[src/rtl/gbbig5_pkg.sv]
// Package for the GB2312 / Big5 stream transcoder.
// Holds code-table geometry, mapping constants and shared types; no dependencies.
`default_nettype none

package gbbig5_pkg;

   localparam int B2G_ENTRIES = 13973;
   localparam int G2B_ENTRIES = 7614;
   localparam int TABLE_DEPTH = B2G_ENTRIES + G2B_ENTRIES;
   localparam int ADDR_W      = 15;
   localparam int CODE_W      = 16;
   localparam int BYTE_W      = 8;

   typedef logic [ADDR_W-1:0] addr_type;
   typedef logic [CODE_W-1:0] code_type;
   typedef logic [BYTE_W-1:0] byte_type;

   localparam byte_type RANGE_LO    = 8'ha1;
   localparam byte_type RANGE_HI    = 8'hfe;
   localparam byte_type GB_ROW_A_HI = 8'ha9;
   localparam byte_type GB_ROW_B_LO = 8'hb0;
   localparam byte_type GB_ROW_B_HI = 8'hf7;
   localparam byte_type B5_FIRST_HI = 8'hf9;
   localparam byte_type B5_LO_LO    = 8'h40;
   localparam byte_type B5_LO_HI    = 8'h7e;

   localparam int GB_ROW_LEN    = 94;
   localparam int GB_ROW_B_BASE = 9;
   localparam int B5_ROW_LEN    = 157;
   localparam int B5_HI_OFFSET  = 63;

   localparam code_type GB_BAD_CODE = 16'ha1bc;
   localparam code_type B5_BAD_CODE = 16'ha1f5;

   typedef enum logic {
      ACT_LOAD    = 1'b0,
      ACT_CONVERT = 1'b1
   } action_type;

   typedef enum logic {
      DIR_GB_TO_B5 = 1'b0,
      DIR_B5_TO_GB = 1'b1
   } direction_type;

   // item between the mapping stage and the output stage
   typedef struct packed {
      logic     valid;
      logic     use_ram;
      logic     two;
      logic     channel;
      code_type code;
      addr_type addr;
   } stage_type;

   typedef struct packed {
      logic     wr_en;
      addr_type wr_addr;
      code_type wr_data;
      addr_type rd_addr;
   } ram_req_type;

endpackage

`default_nettype wire

[src/rtl/gbbig5_if.sv]
// Channel interfaces of the transcoder: request (byte or table load) and response bytes.
// Depends on gbbig5_pkg.
`default_nettype none


interface gbbig5_rsp_if;
   logic                 valid;
   logic                 ready;
   gbbig5_pkg::byte_type byte_out;
   logic                 channel_out;
   logic                 last_of_run;

   modport source (output valid, byte_out, channel_out, last_of_run, input ready);
   modport sink   (input valid, byte_out, channel_out, last_of_run, output ready);
endinterface

`default_nettype wire

[src/rtl/gbbig5_back.sv]
// Output stage: holds one converted code and sends it as one or two byte transfers.
// Depends on gbbig5_pkg and gbbig5_if.
`default_nettype none

module gbbig5_back (
   input  wire logic                  clock,
   input  wire logic                  reset,
   input  wire gbbig5_pkg::stage_type stage,
   input  wire gbbig5_pkg::code_type  ram_rdata,
   output logic                       space,
   gbbig5_rsp_if.source               rsp
);

   logic [1:0]           cnt_ff;
   logic [1:0]           cnt_in;
   gbbig5_pkg::code_type code_ff;
   gbbig5_pkg::code_type code_in;
   logic                 chan_ff;
   logic                 chan_in;
   logic                 take;
   logic                 sent;

   assign sent  = rsp.valid && rsp.ready;
   assign space = (cnt_ff == 2'd0) || ((cnt_ff == 2'd1) && rsp.ready);
   assign take  = stage.valid && space;

   always_comb begin
      cnt_in  = cnt_ff;
      code_in = code_ff;
      chan_in = chan_ff;
      if (take) begin
         cnt_in  = stage.two ? 2'd2 : 2'd1;
         code_in = stage.use_ram ? ram_rdata : stage.code;
         chan_in = stage.channel;
      end else if (sent) begin
         cnt_in = cnt_ff - 2'd1;
      end
   end

   always_ff @(posedge clock) begin
      if (reset) begin
         cnt_ff <= '0;
      end else begin
         cnt_ff <= cnt_in;
      end
      code_ff <= code_in;
      chan_ff <= chan_in;
   end

   assign rsp.valid       = (cnt_ff != 2'd0);
   assign rsp.byte_out    = (cnt_ff == 2'd2) ? code_ff[15:8] : code_ff[7:0];
   assign rsp.channel_out = chan_ff;
   assign rsp.last_of_run = (cnt_ff == 2'd1);

endmodule

`default_nettype wire
[src/flat_wrapper.sv]
// flat-port wrapper written by rule: the top's interface ports become plain ports
module gbbig5_back_flat 
  (clock, reset, stage, ram_rdata, space, rsp_valid, rsp_byte_out, rsp_channel_out, rsp_last_of_run, rsp_ready);
  gbbig5_rsp_if rsp_i ();
  input  wire logic clock;
  input  wire logic reset;
  input  wire gbbig5_pkg::stage_type stage;
  input  wire gbbig5_pkg::code_type ram_rdata;
  output logic space;
  output wire logic [$bits(rsp_i.valid)-1:0] rsp_valid;
  output wire logic [$bits(rsp_i.byte_out)-1:0] rsp_byte_out;
  output wire logic [$bits(rsp_i.channel_out)-1:0] rsp_channel_out;
  output wire logic [$bits(rsp_i.last_of_run)-1:0] rsp_last_of_run;
  input wire logic [$bits(rsp_i.ready)-1:0] rsp_ready;
  assign rsp_valid = rsp_i.valid;
  assign rsp_byte_out = rsp_i.byte_out;
  assign rsp_channel_out = rsp_i.channel_out;
  assign rsp_last_of_run = rsp_i.last_of_run;
  assign rsp_i.ready = rsp_ready;
  gbbig5_back u_core (.clock(clock), .reset(reset), .stage(stage), .ram_rdata(ram_rdata), .space(space), .rsp(rsp_i));
endmodule
[config.mk]
export PLATFORM = sky130hd
export DESIGN_NAME = gbbig5_back_flat
export DESIGN_NICKNAME = d
export VERILOG_FILES = /design/src/rtl/gbbig5_pkg.sv /design/src/rtl/gbbig5_if.sv /design/src/rtl/gbbig5_back.sv /design/src/flat_wrapper.sv
export SDC_FILE = /design/constraint.sdc
export NUM_CORES = 1
export LEC_CHECK = 0
export BUFFER_PORTS_ARGS = -buffer_cell sky130_fd_sc_hd__buf_2
export CAP_MARGIN = 0
export CORE_MARGIN = 3
export CORE_UTILIZATION = 40
export CTS_CLUSTER_DIAMETER = 200
export DETAILED_ROUTE_END_ITERATION = 6
export PLACE_DENSITY_LB_ADDON = 0.05
export SLEW_MARGIN = 20
export SYNTH_ARGS = -nofsm -noshare
export SYNTH_HDL_FRONTEND = slang
export SYNTH_SLANG_ARGS = --single-unit
export TNS_END_PERCENT = 30
[constraint.sdc]
create_clock -name clock -period 1.8 [get_ports clock]
set_clock_uncertainty 0.2 [all_clocks]
set_input_delay 0.27 -clock clock [delete_from_list [all_inputs] [get_ports clock]]
set_output_delay 0.27 -clock clock [all_outputs]
set_load 0.01 [all_outputs]
== Yosys cells after proc, flatten, opt, wreduce, memory -nomap -nowiden ==
Index checks and enable logic that the tools add are counted.
Storage, ports and cells
  register bits: 19
  input bits: 54
  output and inout port bits: 12
  word-level logic and storage cells: 18
Operators by class
  add/sub/neg operators: 1
  equal/unequal tests: 2
  mux-type cells: 5
  reductions and logical operators: 7
Operators with widths (number)
  2-to-1 mux 16 bit: 1
  2-to-1 mux 8 bit: 1
  2-to-1 mux 2 bit: 3
  nonzero test 2 bit: 2
  logical AND 1 bit: 3
  equality test 2 x 1 -> 1 bit (second input constant): 1
  equality test 2 bit (second input constant): 1
  zero test 2 bit: 1
  subtractor 2 x 1 -> 2 bit (second input constant): 1
  logical OR 1 bit: 1

== Logic depth before layout (Yosys ltp) ==
  word-level depth: 5
  gate-level depth with buffers: 5
  mapped depth without buffers: 5

== Least setup slack after synthesis ==
No wires, ideal clock.
  path kind: reg2reg
  start: register u_core.cnt_ff[1]
  end: register u_core.code_ff[0] (enable)
  arrival time: 1120 ps
  data required time: 1263 ps
  setup slack: 144 ps
  cell stages (with the launch flop): 5
  buffers on the path: 0
  clock period less this slack: 1656 ps
  cell sequence: dfxtp_1 -> inv_1 -> ha_1 -> a21o_2 -> and2_2
On the way
  longest elaborated chain between the ends: 4
Ends and longest elaborated chain
  start: declaration: line gbbig5_back.sv:14  | logic [1:0] cnt_ff;
  start signal: assignment: line gbbig5_back.sv:44  | cnt_ff <= cnt_in;
  equality test 2 x 1 -> 1 bit
  via rsp_last_of_run: line flat_wrapper.sv:13  | output wire logic [$bits(rsp_i.last_of_run)-1:0] rsp_last_of_run;
  logical AND 1 bit: line gbbig5_back.sv:24  | assign space = (cnt_ff == 2'd0) || ((cnt_ff == 2'd1) && rsp.ready);
  logical OR 1 bit: line gbbig5_back.sv:24
  via space: line flat_wrapper.sv:9  | output logic space;
  logical AND 1 bit: line gbbig5_back.sv:25  | assign take = stage.valid && space;
  via u_core.take: line gbbig5_back.sv:20  | logic take;
  end signal: assignment: line gbbig5_back.sv:46  | code_ff <= code_in;
  end: declaration: line gbbig5_back.sv:16  | gbbig5_pkg::code_type code_ff;
The timed path passes the listed nets, and every way through them passes these cells.
A chain may end at the register's enable or synchronous reset.

== Worst setup path after layout ==
  start: register u_core.cnt_ff[0]
  end: output rsp_byte_out[2]
On the way
  longest elaborated chain between the ends: 2
Ends and longest elaborated chain
  equality test 2 bit: line gbbig5_back.sv:51  | assign rsp.byte_out = (cnt_ff == 2'd2) ? code_ff[15:8] : code_ff[7:0];
  2-to-1 mux 8 bit: line gbbig5_back.sv:51
  end: declaration: line flat_wrapper.sv:11  | output wire logic [$bits(rsp_i.byte_out)-1:0] rsp_byte_out;
Every way passes these cells.

==> flow_summary.json <==
{
  "setup_viol": 9,
  "p_leak_nw": 0.611,
  "whs_ns": 0.0405,
  "synth_cells": 62,
  "cp.required_ns": 1.33,
  "rows": 17,
  "p_per_area_mw_per_mm2": 945,
  "dr_wl_met2_um": 933,
  "cp_slowest_cell": "dfxtp_2",
  "crit_family": "flip-flops",
  "cts_root_buf": "clkbuf_4",
  "hold_path_end": "u_core.cnt_ff[0]$_SDFFE_PP0P_",
  "drt-initial-drc-count": 6,
  "rsz0062_at_grt": "yes",
  "via_per_inst": 4.88,
  "reg2reg_from": "u_core.cnt_ff[1]$_SDFFE_PP0P_",
  "grt_remaining_overflow": 0,
  "relSlewSlack_pct": 75.3,
  "crit_fanout": 8,
  "r2r_end": "u_core.cnt_ff[1]$_SDFFE_PP0P_",
  "synth_common_cells": "mux2_2, edfxtp_1, buf_2, ha_1, inv_1",
  "initial_utilization_pct": 42.6,
  "status": "finished with violations",
  "cts_max_path_buffers": 2,
  "layout-drive-gt1-share_pct": 74.4,
  "gp_congestion": 0.658,
  "wl_met1_um": 699,
  "antenna_found_initial": 0,
  "clk_pin_slew_ns": 0.11,
  "grt_max_degree": 18,
  "path_class": "register to output pin",
  "max_freq_ghz": 0.538,
  "drc": 0,
  "hold_path_class": "input port to register",
  "clock_latency_ns": 0.29,
  "period_share_pct": 103,
  "slowest_delay_ns": 0.34,
  "synth-seq-area-share_pct": 57.4,
  "clkSinkCount": 19,
  "wl_per_cell_um": 12.5,
  "nNetsFinal": 175,
  "path_buf_inv": 2,
  "die_width_um": 55.0,
  "area_growth_pct": 45.4,
  "cts_tree": "yes",
  "yosysWarnings": 0,
  "grt_pass1_vias": 673,
  "synth_top_area_cell": "edfxtp_1",
  "synth_edf_count": 17,
  "slew_viol_final": 0,
  "first_pass_iters": 4,
  "cts_max_level": 1,
  "syn_nets": 119,
  "die_area_sq_mm": 0.00302,
  "grt.total_usage_pct": 13.3,
  "hold_start": "stage[32]",
  "fillers": 193,
  "synth.area.top_cells": "edfxtp_1, mux2_2, dfxtp_1",
  "ys_ff_latch": 19,
  "ys.flop_type": "edfxtp_1",
  "pin_count": 66,
  "synth_area_per_cell_sq_um": 15.5,
  "synth.top_cell.area_share_pct": 53.2,
  "cts_buffers": 3,
  "worst_slack_ns": -0.0579,
  "syn_area_sq_um": 960,
  "holdPathStages": 3,
  "wl_mm": 1.82,
  "rrSetupSlack_ns": 0.16,
  "worstSetupStartpointType": "register",
  "ff2ff_path_depth": 6,
  "maxCapViolCount": 0,
  "route.vias.total": 708,
  "top_layer_used": "met4",
  "synth.most_common_cell": "mux2_2",
  "grt_pass1_wl_mm": 2.80,
  "peakVddDrop_uv": 614,
  "fin_crit_ns": 1.86,
  "total_power_mw": 1.32,
  "portBuffers": 50,
  "critical_path.cell_chain": "inv_2 -> ha_4 -> mux2_4 -> buf_6",
  "async_flop_share_pct": 0,
  "failed_checks": "negative setup slack",
  "core_area_sq_mm": 0.00225,
  "met3_wirelength_um": 157,
  "ant_nets": 0,
  "die_h_um": 55.0,
  "worstMarginPinSlew_ns": 0.371,
  "arrival_ns": 1.39,
  "endpoint_kind": "output pin",
  "synthDistinctLibCells": 15,
  "finalHoldViolCount": 0,
  "antenna_cells": 0
}
how the worst max path moves through the flow:
stage / from / endpoint / slack [ns] / depth (start not counted)
finish: u_core.cnt_ff[0]$_SDFFE_PP0P_ / rsp_byte_out[2] / -0.06 / 4
global route: u_core.cnt_ff[0]$_SDFFE_PP0P_ / rsp_byte_out[2] / -0.13 / 4
CTS: u_core.cnt_ff[0]$_SDFFE_PP0P_ / rsp_byte_out[2] / -0.07 / 4
detailed placement: u_core.cnt_ff[0]$_SDFFE_PP0P_ / rsp_byte_out[2] / -0.04 / 4
global placement: u_core.cnt_ff[0]$_SDFFE_PP0P_ / rsp_byte_out[2] / -0.04 / 4
floorplan: u_core.cnt_ff[1]$_SDFFE_PP0P_ / u_core.code_ff[0]$_DFFE_PP_ / 0.14 / 4
placed cells by master, fill, tap and decap left out:
cell	instances
ha_4	1
dfxtp_2	2
buf_2	42
a31oi_1	2
a221oi_1	1
a211o_1	1
buf_4	2
inv_1	2
mux2_2	16
mux2_4	8
dlygate4sd3_1	2
clkbuf_4	3
a21o_2	1
edfxtp_1	17
and2_4	1
inv_2	1
mux2i_2	1
nand3b_1	1
nand2_1	1
clkinvlp_4	1
a21o_1	1
buf_6	8
ha_1	2
power breakdown:
part / switching [mW] / internal [mW] / total (mW)
clock network: 0.138 / 0.0845 / 0.222
registers: 0.0221 / 0.565 / 0.587
logic: 0.212 / 0.298 / 0.509
total: 0.371 / 0.947 / 1.32
worst min-delay path, delay by kind of cell:
family | cells | cell delay [ns]
AOI/OAI and AO/OA | 1 | 0.06
buffers and inverters | 1 | 0.08
and+or+nand+nor | 1 | 0.10
metal layers:
metal	up-vias	GRT usage, %
met5	-	0
met4	0	4.86
met3	4	4.02
met2	32	23.6
met1	321	14.8
li1	351	-
timing repair:
item | 4_1_cts | 5_1_grt
hold endpoints to repair | 3 | 0
resized for setup | 21 | 2
hold buffers | 2 | 0
setup endpoints to repair | 9 | 27
pin swaps | 1 | 0
setup buffers | 1 | 0
through the flow:
| stage | TNS [ns] | setup slack, ns | area [sq um] | util [%] | instances |
|---|---|---|---|---|---|
| global placement | -0.215 | -0.0371 | 1240 | 54.9 | 138 |
| floorplan | 0 | 0.144 | 960 | - | 62 |
| global route | -1.07 | -0.133 | 1400 | 61.9 | 145 |
| CTS | -0.569 | -0.0732 | 1390 | 61.7 | 145 |
| detailed placement | -0.223 | -0.0368 | 1240 | 54.9 | 138 |
| finish | -0.428 | -0.0579 | 1400 | 61.9 | 145 |
sequential cells by signal, indices dropped and copies added, names as in the netlist:
signal and flops:
u_core.code_ff 16, u_core.rsp.channel_out 1, u_core.cnt_ff 2
final cells by class:
type | instances | area (sq um) | area share, %
multi-input combinational | 37 | 430 | 30.9
timing repair buffer | 54 | 335 | 24.0
clock inverter | 1 | 7.51 | 0.538
sequential | 19 | 553 | 39.6
tap | 28 | 35.0 | 2.51
inverter | 3 | 11.3 | 0.807
clock buffer | 3 | 22.5 | 1.61
cells by family (layout without fill, tap and decap cells):
| kind of cell | count (synthesis) | count (layout) | share of synthesized area [%] |
|---|---|---|---|
| muxes | 25 | 25 | 29.2 |
| adders and majority gates | 3 | 3 | 3.91 |
| AOI/OAI and AO/OA | 6 | 6 | 4.82 |
| and+or+nand+nor | 3 | 3 | 1.96 |
| buffers and inverters | 6 | 61 | 2.74 |
| DFF | 19 | 19 | 57.4 |
(Power assumes the default switching activity.)
