## src/rtl/gbbig5_pkg.sv

```systemverilog
// Package for the GB2312 / Big5 stream transcoder.
// Holds code-table geometry, mapping constants and shared types; no dependencies.
`default_nettype none

package gbbig5_pkg;

   localparam int B2G_ENTRIES = 13973;
   localparam int G2B_ENTRIES = 7614;
   localparam int TABLE_DEPTH = B2G_ENTRIES + G2B_ENTRIES;
   localparam int ADDR_W      = 15;
   localparam int CODE_W      = 16;
   localparam int BYTE_W      = 8;

   typedef logic [ADDR_W-1:0] addr_type;
   typedef logic [CODE_W-1:0] code_type;
   typedef logic [BYTE_W-1:0] byte_type;

   localparam byte_type RANGE_LO    = 8'ha1;
   localparam byte_type RANGE_HI    = 8'hfe;
   localparam byte_type GB_ROW_A_HI = 8'ha9;
   localparam byte_type GB_ROW_B_LO = 8'hb0;
   localparam byte_type GB_ROW_B_HI = 8'hf7;
   localparam byte_type B5_FIRST_HI = 8'hf9;
   localparam byte_type B5_LO_LO    = 8'h40;
   localparam byte_type B5_LO_HI    = 8'h7e;

   localparam int GB_ROW_LEN    = 94;
   localparam int GB_ROW_B_BASE = 9;
   localparam int B5_ROW_LEN    = 157;
   localparam int B5_HI_OFFSET  = 63;

   localparam code_type GB_BAD_CODE = 16'ha1bc;
   localparam code_type B5_BAD_CODE = 16'ha1f5;

   typedef enum logic {
      ACT_LOAD    = 1'b0,
      ACT_CONVERT = 1'b1
   } action_type;

   typedef enum logic {
      DIR_GB_TO_B5 = 1'b0,
      DIR_B5_TO_GB = 1'b1
   } direction_type;

   // item between the mapping stage and the output stage
   typedef struct packed {
      logic     valid;
      logic     use_ram;
      logic     two;
      logic     channel;
      code_type code;
      addr_type addr;
   } stage_type;

   typedef struct packed {
      logic     wr_en;
      addr_type wr_addr;
      code_type wr_data;
      addr_type rd_addr;
   } ram_req_type;

endpackage

`default_nettype wire

```

## src/rtl/gbbig5_if.sv

```systemverilog
// Channel interfaces of the transcoder: request (byte or table load) and response bytes.
// Depends on gbbig5_pkg.
`default_nettype none

interface gbbig5_req_if;
   logic                     valid;
   logic                     ready;
   logic                     action;
   logic                     direction;
   logic                     channel;
   gbbig5_pkg::byte_type     byte_in;
   gbbig5_pkg::addr_type     table_address;
   gbbig5_pkg::code_type     table_word;

   modport source (output valid, action, direction, channel, byte_in, table_address,
                   table_word, input ready);
   modport sink   (input valid, action, direction, channel, byte_in, table_address,
                   table_word, output ready);
endinterface


`default_nettype wire

```

## src/rtl/gbbig5_front.sv

```systemverilog
// Accept stage: pending-byte store, pair mapping to a table slot, table write/read requests.
// Depends on gbbig5_pkg and gbbig5_if.
`default_nettype none

module gbbig5_front (
   input  wire logic                    clock,
   input  wire logic                    reset,
   gbbig5_req_if.sink                   req,
   input  wire logic                    space,
   output gbbig5_pkg::stage_type        stage,
   output gbbig5_pkg::ram_req_type      ram_req
);

   gbbig5_pkg::byte_type  pend_ff [4];
   gbbig5_pkg::byte_type  pend_in [4];
   gbbig5_pkg::stage_type s1_ff;
   gbbig5_pkg::stage_type s1_in;

   logic [1:0]           sel;
   gbbig5_pkg::byte_type first;
   gbbig5_pkg::byte_type second;
   logic                 held;
   logic                 ready_w;
   logic                 accept;
   logic                 convert;
   logic [6:0]           gb_row;
   logic                 gb_ok;
   gbbig5_pkg::addr_type gb_slot;
   logic [6:0]           b5_row;
   logic                 b5_ok;
   gbbig5_pkg::addr_type b5_base;
   gbbig5_pkg::addr_type b5_slot;
   logic                 map_ok;
   gbbig5_pkg::addr_type slot;
   gbbig5_pkg::code_type bad_code;

   assign sel     = {req.direction, req.channel};
   assign first   = pend_ff[sel];
   assign second  = req.byte_in;
   assign held    = (first != '0);
   assign ready_w = !s1_ff.valid || space;
   assign accept  = req.valid && ready_w;
   assign convert = accept && (req.action == gbbig5_pkg::ACT_CONVERT);
   assign req.ready = ready_w;

   // GB2312 pair -> slot in the GB-to-Big5 half
   always_comb begin
      gb_row = '0;
      gb_ok  = 1'b0;
      if (second inside {[gbbig5_pkg::RANGE_LO:gbbig5_pkg::RANGE_HI]}) begin
         if (first inside {[gbbig5_pkg::RANGE_LO:gbbig5_pkg::GB_ROW_A_HI]}) begin
            gb_row = 7'(first - gbbig5_pkg::RANGE_LO);
            gb_ok  = 1'b1;
         end else if (first inside {[gbbig5_pkg::GB_ROW_B_LO:gbbig5_pkg::GB_ROW_B_HI]}) begin
            gb_row = 7'(first - gbbig5_pkg::GB_ROW_B_LO) + 7'(gbbig5_pkg::GB_ROW_B_BASE);
            gb_ok  = 1'b1;
         end
      end
      gb_slot = gbbig5_pkg::addr_type'(gbbig5_pkg::B2G_ENTRIES)
              + gbbig5_pkg::addr_type'(gb_row) * gbbig5_pkg::addr_type'(gbbig5_pkg::GB_ROW_LEN)
              + gbbig5_pkg::addr_type'(second - gbbig5_pkg::RANGE_LO);
   end

   // Big5 pair -> slot in the Big5-to-GB half
   always_comb begin
      b5_row  = 7'(first - gbbig5_pkg::RANGE_LO);
      b5_base = gbbig5_pkg::addr_type'(b5_row)
              * gbbig5_pkg::addr_type'(gbbig5_pkg::B5_ROW_LEN);
      b5_ok   = 1'b0;
      b5_slot = b5_base;
      if (first inside {[gbbig5_pkg::RANGE_LO:gbbig5_pkg::B5_FIRST_HI]}) begin
         if (second inside {[gbbig5_pkg::B5_LO_LO:gbbig5_pkg::B5_LO_HI]}) begin
            b5_slot = b5_base + gbbig5_pkg::addr_type'(second - gbbig5_pkg::B5_LO_LO);
            b5_ok   = 1'b1;
         end else if (second inside {[gbbig5_pkg::RANGE_LO:gbbig5_pkg::RANGE_HI]}) begin
            b5_slot = b5_base + gbbig5_pkg::addr_type'(second - gbbig5_pkg::RANGE_LO)
                    + gbbig5_pkg::addr_type'(gbbig5_pkg::B5_HI_OFFSET);
            b5_ok   = 1'b1;
         end
      end
   end

   always_comb begin
      if (req.direction == gbbig5_pkg::DIR_GB_TO_B5) begin
         map_ok   = gb_ok;
         slot     = gb_slot;
         bad_code = gbbig5_pkg::GB_BAD_CODE;
      end else begin
         map_ok   = b5_ok;
         slot     = b5_slot;
         bad_code = gbbig5_pkg::B5_BAD_CODE;
      end
   end

   always_comb begin
      pend_in = pend_ff;
      if (convert) begin
         if (held) begin
            pend_in[sel] = '0;
         end else if (second[7]) begin
            pend_in[sel] = second;
         end
      end
   end

   always_comb begin
      s1_in = s1_ff;
      if (ready_w) begin
         s1_in.valid   = convert && (held || !second[7]);
         s1_in.use_ram = held && map_ok;
         s1_in.two     = held;
         s1_in.channel = req.channel;
         s1_in.code    = held ? bad_code : {8'h00, second};
         s1_in.addr    = slot;
      end
   end

   // a stalled item re-reads its own slot so the registered data stays current
   always_comb begin
      ram_req.wr_en   = accept && (req.action == gbbig5_pkg::ACT_LOAD)
                      && (req.table_address < gbbig5_pkg::addr_type'(gbbig5_pkg::TABLE_DEPTH));
      ram_req.wr_addr = req.table_address;
      ram_req.wr_data = req.table_word;
      ram_req.rd_addr = accept ? slot : s1_ff.addr;
   end

   always_ff @(posedge clock) begin
      if (reset) begin
         for (int i = 0; i < 4; i++) begin
            pend_ff[i] <= '0;
         end
         s1_ff <= '0;
      end else begin
         pend_ff <= pend_in;
         s1_ff   <= s1_in;
      end
   end

   assign stage = s1_ff;

endmodule

`default_nettype wire

```

## src/flat_wrapper.sv

```systemverilog
// flat-port wrapper written by rule: the top's interface ports become plain ports
module gbbig5_front_flat 
  (clock, reset, space, stage, ram_req, req_valid, req_action, req_direction, req_channel, req_byte_in, req_table_address, req_table_word, req_ready);
  gbbig5_req_if req_i ();
  input  wire logic clock;
  input  wire logic reset;
  input  wire logic space;
  output gbbig5_pkg::stage_type stage;
  output gbbig5_pkg::ram_req_type ram_req;
  input wire logic [$bits(req_i.valid)-1:0] req_valid;
  input wire logic [$bits(req_i.action)-1:0] req_action;
  input wire logic [$bits(req_i.direction)-1:0] req_direction;
  input wire logic [$bits(req_i.channel)-1:0] req_channel;
  input wire logic [$bits(req_i.byte_in)-1:0] req_byte_in;
  input wire logic [$bits(req_i.table_address)-1:0] req_table_address;
  input wire logic [$bits(req_i.table_word)-1:0] req_table_word;
  output wire logic [$bits(req_i.ready)-1:0] req_ready;
  assign req_i.valid = req_valid;
  assign req_i.action = req_action;
  assign req_i.direction = req_direction;
  assign req_i.channel = req_channel;
  assign req_i.byte_in = req_byte_in;
  assign req_i.table_address = req_table_address;
  assign req_i.table_word = req_table_word;
  assign req_ready = req_i.ready;
  gbbig5_front u_core (.clock(clock), .reset(reset), .req(req_i), .space(space), .stage(stage), .ram_req(ram_req));
endmodule
```

## config.mk

```make
export PLATFORM = sky130hd
export DESIGN_NAME = gbbig5_front_flat
export DESIGN_NICKNAME = d
export VERILOG_FILES = /design/src/rtl/gbbig5_pkg.sv /design/src/rtl/gbbig5_if.sv /design/src/rtl/gbbig5_front.sv /design/src/flat_wrapper.sv
export SDC_FILE = /design/constraint.sdc
export NUM_CORES = 1
export LEC_CHECK = 0
export BUFFER_PORTS_ARGS = -buffer_cell sky130_fd_sc_hd__buf_2
export CORE_MARGIN = 2
export CORE_UTILIZATION = 59
export CTS_CLUSTER_SIZE = 14
export DETAILED_ROUTE_END_ITERATION = 10
export GPL_TIMING_DRIVEN = 0
export PLACE_DENSITY_LB_ADDON = 0.25
export SYNTH_ARGS = -nofsm -noshare
export SYNTH_HDL_FRONTEND = slang
export SYNTH_SLANG_ARGS = --single-unit
```

## constraint.sdc

```tcl
create_clock -name clock -period 24.7 [get_ports clock]
set_clock_uncertainty 0.2 [all_clocks]
set_input_delay 7.41 -clock clock [delete_from_list [all_inputs] [get_ports clock]]
set_output_delay 7.41 -clock clock [all_outputs]
set_load 0.01 [all_outputs]
```

Word level (Yosys, flattened, before mapping)
Cells that the tools add are included.
{ "word_totals": {"reg_bits": 67, "latchBits": 0, "ram_bits": 0, "rom_bits": 0, "inputBits": 46, "out_inout_bits": 83, "elab_cells": 82, "n_memories": 0} }
{ "classes": {"add_sub_neg": 10, "n_mul": 2, "n_div": 0, "magnitude_cmp": 12, "eq_ne": 0, "n_shift": 0, "muxes": 25, "n_bitwise": 4, "n_reduce_logical": 19} }
{ "op_table": {"columns": ["operator", "count"], "rows": [
  ["$mux 15", 5],
  ["$mux 32", 2],
  ["$add 15x15->15", 3],
  ["$and 32x32->32", 1],
  ["$bwmux 32", 1],
  ["$le 8x8->1 const B", 4],
  ["$not 32->32", 1],
  ["$mux 7", 4],
  ["$ge 8x8->1 const B", 3],
  ["$mux 8", 3],
  ["$bmux 8 s2", 1],
  ["$demux 8 s2", 1],
  ["$mux 16", 1],
  ["$add 14x14->15 const A", 1],
  ["$add 15x6->15 const B", 1],
  ["$lt 15x15->1 const B", 1],
  ["$mul 7x8->15 const B", 1],
  ["$sub 7x6->7 const B", 2],
  ["$mul 7x6->13 const B", 1],
  ["$logic_and 1x1->1", 12],
  ["$sub 8x7->9 const B", 1],
  ["$sub 8x8->9 const B", 1],
  ["$ge 8x7->1 const B", 1],
  ["$le 8x7->1 const B", 1],
  ["other kinds (11)", 19]
]} }

Depth between registers and ports, before layout
{ "logic_depth": {"depth_word": 14, "depth_mapped": 37, "mapped_depth_nobuf": 35} }

Worst setup path before layout
OpenSTA, ideal clock, no wires.
{ "synth_timing": {"path_kind": "input port to output port", "start": "in req_direction", "end": "out ram_req[13] (netlist name)", "arrival_ps": 14513, "required_time_ps": 17090, "setup_slack_ps": 2577, "cell_stages": 33, "n_path_buf": 1, "cell_sequence": "buf_6 > mux4_2 > inv_1 > ha_1 > inv_1 > nor3_1 > a21oi_1 > o21ai_2 > a21oi_1 > or3_1 > a21o_1 > fa_1 > inv_1 > ha_1 > fa_1 > fa_1 > a21oi_1 > nor2_1 > nor2_1 > o21bai_1 > a21oi_1 > xnor2_1 > ha_1 > inv_1 > ha_1 > and3_1 > a21oi_1 > o21ai_0 > o41ai_1 > mux2_2 > a31oi_1 > o21ai_0 > o21ai_0"} }
{ "synth_lines": {"columns": ["item", "line", "text"], "rows": [
  ["start, declared", "flat_wrapper.sv:12", "input wire logic [$bits(req_i.direction)-1:0] req_direction;"],
  ["end, declared", "flat_wrapper.sv:9", "output gbbig5_pkg::ram_req_type ram_req;"]
]} }

==> results by group <==
Status
  • Status: complete, no violations

Routing
  • Total wire length: 20,900 µm
  • 1st-iter DRT viols: about 390
  • Post-route ant nets: 0
  • Drt wl/cell: roughly 16 µm
  • Detailed-route via count: 7,391
  • Vias per cell: around 5.7
  • Drt drc: 0
  • DR pass1 iterations: 5

Synth
  • Register bit total from synthesis: ~60
  • Post-synth EDFFs: 0
  • Netlist cell types: 67
  • Warnings from Yosys: 0
  • Post-synthesis average cell area: 8.10 µm²
  • FFs w/ async S/R, synth: 0
  • Synth Flop Type: dfxtp_1
  • Seq/Total Area, Yosys: 0.147
  • Cell area after synthesis: 8030 µm²
  • Gate Count Post-Synth: 991

Critical path
  • CP max FO: 10
  • Req. time, crit path: 17,090 ps
  • Slowest stage delay, CP: roughly 650 ps
  • Arr. time, crit path: between 15,000 and 20,000 ps
  • Crit. End Element: primary output
  • Cell mode on critical path: inv_1
  • Crit path launch type: input pin
  • Slowest-stage cell, CP: mux4_2
  • Crit Path Class: input pin to primary output

Power and ir drop
  • Clk pwr share: 0.102
  • Sw Pwr: around 0.00059 W
  • Max VDD drop: between 0.0001 and 0.00015 V
  • Part of the power in registers: 0.095
  • Comb power frac: 0.803
  • Sw Ratio: 0.502
  • Power Density: approximately 130 nW/µm²
  • Internal: between 0.0005 and 0.0006 W
  • Leakage power: about 4.5 nW

Die
  • Initial Util: 0.606
  • Die ar.: roughly 15,000 µm²
  • Die Y-Extent: 121 µm
  • Core footprint: between 10,000 and 15,000 µm²
  • Io pins: between 100 and 150
  • # rows: between 40 and 50
  • Die W: 121 µm

Global routing
  • Most used routing layer: met2
  • First-pass GRT wire length: between 30,000 and 40,000 µm
  • Antenna violations before repair: 0
  • Largest net degree at the start of global routing: 11
  • Met3 Use GR: 0.0410
  • Routing usage on met1: 0.374
  • Vias in the first global route: 7,108
  • Met2 GRT Util: 0.492
  • GRT Util Overall: 0.287
  • Grt total ovfl: 0

STA
  • Shortest period the worst path allows: roughly 23,000 ps
  • Max Slew Vio Count: 0
  • Final Hold Viols: 0
  • Hold slack: 263 ps
  • Finish-stage setup viols: 0
  • Crit share post-route: 0.949
  • F_max: around 0.043 GHz
  • RSZ-0062 raised after global routing: no
  • Slew HR: 0.179
  • Sum Neg Setup Slack: 0 ps
  • Worst-margin pin slew: roughly 1200 ps

CTS
  • CTS tree: done
  • Post-CTS Resized: 0
  • Clock Latency Late Sink: between 300 and 400 ps
  • # hold bufs at CTS: 0
  • Number of CTS-inserted buffers: 9
  • # H-tree levels: 3
  • CTS sink count: around 60
  • CTS max path bufs: 2
  • CTS clk-pin slew, worst paths: 50 ps
  • Clock Tree Root: clkbuf_16
  • Postcts setup bufs: 0

Final layout
  • Filler cell count in the final layout: 1,133
  • Final net count: approximately 1,300
  • Layout cell share with drive strength beyond 1: 0.176
  • Ant diodes: 0
  • Utilization after layout: 0.687
  • Synthesis-to-finish area growth: 13.3%

Flow run
  • Max-Cap Viols: 0

Min path
  • Hold Path Class: flop to flop

Place
  • Number of port buffers: ~110
  • Global placer's final weighted congestion: roughly 0.91
  • Hpwl dp: ~17,000 µm
==> synth_stat cells (3+ instances only) <==
cell,n,area share
nand3b_1,3,0.0028
a311oi_1,4,0.0044
o21bai_1,13,0.012
ha_1,138,0.22
xnor2_1,52,0.057
dfxtp_1,59,0.15
mux2_2,3,0.0042
mux2i_1,27,0.034
xor2_1,23,0.025
nor2b_1,8,0.0062
fa_1,24,0.060
o21a_1,9,0.0084
inv_1,108,0.050
nor3_1,10,0.0062
nand2b_1,8,0.0062
mux4_2,8,0.022
buf_6,3,0.0042
a2111oi_0,3,0.0033
nand2_1,60,0.028
o22ai_1,5,0.0039
o211ai_1,8,0.0075
nand3_1,9,0.0056
a211o_1,5,0.0055
and2_1,13,0.010
a21oi_1,62,0.039
nor2_1,108,0.050
a22oi_1,4,0.0037
a31oi_1,9,0.0070
o21ai_0,53,0.033
o2111ai_1,3,0.0033
buf_4,41,0.038
o221ai_1,3,0.0033
a21o_1,18,0.017
clkbuf_1,18,0.0084
buf_2,6,0.0037
a211oi_1,19,0.018
or3_1,4,0.0031
==> area by class of cell <==
cell class,instances,area [µm²],area share
Buffer,69,443,0.0487
Clock buffer,13,280,0.0308
Clock inverter,3,20.0,0.00220
Inverter,109,409,0.0450
Multi-Input combinational cell,758,6010,0.661
Sequential cell,59,1180,0.130
Tap cell,176,220,0.0242
Timing Repair Buffer,106,531,0.0583
==> cell usage in the layout, fill, tap and decap left out, types with 5 or more instances in the layout <==
cell | synthesis | routed
a31oi_1 | 9 | 9
conb_1 | 1 | 5
mux4_2 | 8 | 8
buf_4 | 41 | 41
o211ai_1 | 8 | 8
and2_1 | 13 | 13
mux2i_1 | 27 | 27
nor2b_1 | 8 | 8
inv_1 | 108 | 108
a211o_1 | 5 | 5
nor3_1 | 10 | 10
xor2_1 | 23 | 23
nand2b_1 | 8 | 8
o21ai_0 | 53 | 53
nor2_1 | 108 | 108
ha_1 | 138 | 138
a21oi_1 | 62 | 62
fa_1 | 24 | 24
clkbuf_1 | 18 | 18
a21o_1 | 18 | 18
a211oi_1 | 19 | 19
buf_2 | 6 | 112
xnor2_1 | 52 | 52
o22ai_1 | 5 | 5
nand3_1 | 9 | 9
o21bai_1 | 13 | 13
o21a_1 | 9 | 9
dfxtp_1 | 59 | 59
clkbuf_16 | 0 | 9
nand2_1 | 60 | 60
==> routing by layer <==
| metal | wire length (µm) | vias up |
|---|---|---|
| li1 | - | 3641 |
| met1 | 8840 | 3419 |
| met2 | 9960 | 299 |
| met3 | 1630 | 32 |
| met4 | 448 | 0 |
| met5 | 0 | - |
==> worst max-delay path, delay by kind of cell <==
family,cells,cell delay [ps]
buffers and inverters,10,1240
XOR/XNOR,3,870
adder cells (fa/ha/maj),7,2480
AO/OA/AOI/OAI,9,1570
AND/OR/NAND/NOR,6,1180
multiplexers,2,1060
==> state kept, by name, indices dropped and copies added (netlist names) <==
| signal | cells |
|---|---|
| u_core.stage | 27 |
| u_core.pend_ff | 32 |
==> logic make-up (layout without fill, tap and decap cells) <==
kind of cell,Yosys count,in the layout,synth area share
AO/OA/AOI/OAI,238,238,0.190
adder cells (fa/ha/maj),162,162,0.275
multiplexers,38,38,0.0603
flip-flops,59,59,0.147
AND/OR/NAND/NOR,240,240,0.139
buffers and inverters,178,300,0.106
other,1,5,0.000467
XOR/XNOR,75,75,0.0818
==> power by group through the flow <==
stage / clock network, W / logic [W] / registers, W
global placement: 0 / 0.000917 / 0.000113
global route: 0.000125 / 0.00106 / 0.000113
detailed placement: 0 / 0.000924 / 0.000114
CTS: 0.000122 / 0.000934 / 0.000112
finish: 0.000121 / 0.000950 / 0.000112
floorplan: 0 / 0.000716 / 0.000117
==> final timing paths <==
| check | cells past startpoint | start | to | slack, ps |
|---|---|---|---|---|
| worst min register to register | 2 | u_core.stage[16] | u_core.stage[16] | 260 |
| worst max-delay path | 37 | req_direction | ram_req[13] | 1260 |
| worst min-delay path | 2 | u_core.stage[16] | u_core.stage[16] | 260 |
| worst max register to register | 34 | u_core.pend_ff[0] | u_core.stage[13] | 16250 |
==> through the flow <==
stage	area [µm²]	total power [W]	instances	setup WS [ps]
after floorplan	8040	0.000832	995	2580
after detailed placement	8790	0.00104	1277	1300
final	9090	0.00118	1293	1260
after CTS	9090	0.00117	1293	1290
after global routing	9090	0.00130	1293	750
after global placement	8790	0.00103	1277	1400
(Power assumes the default switching activity.)
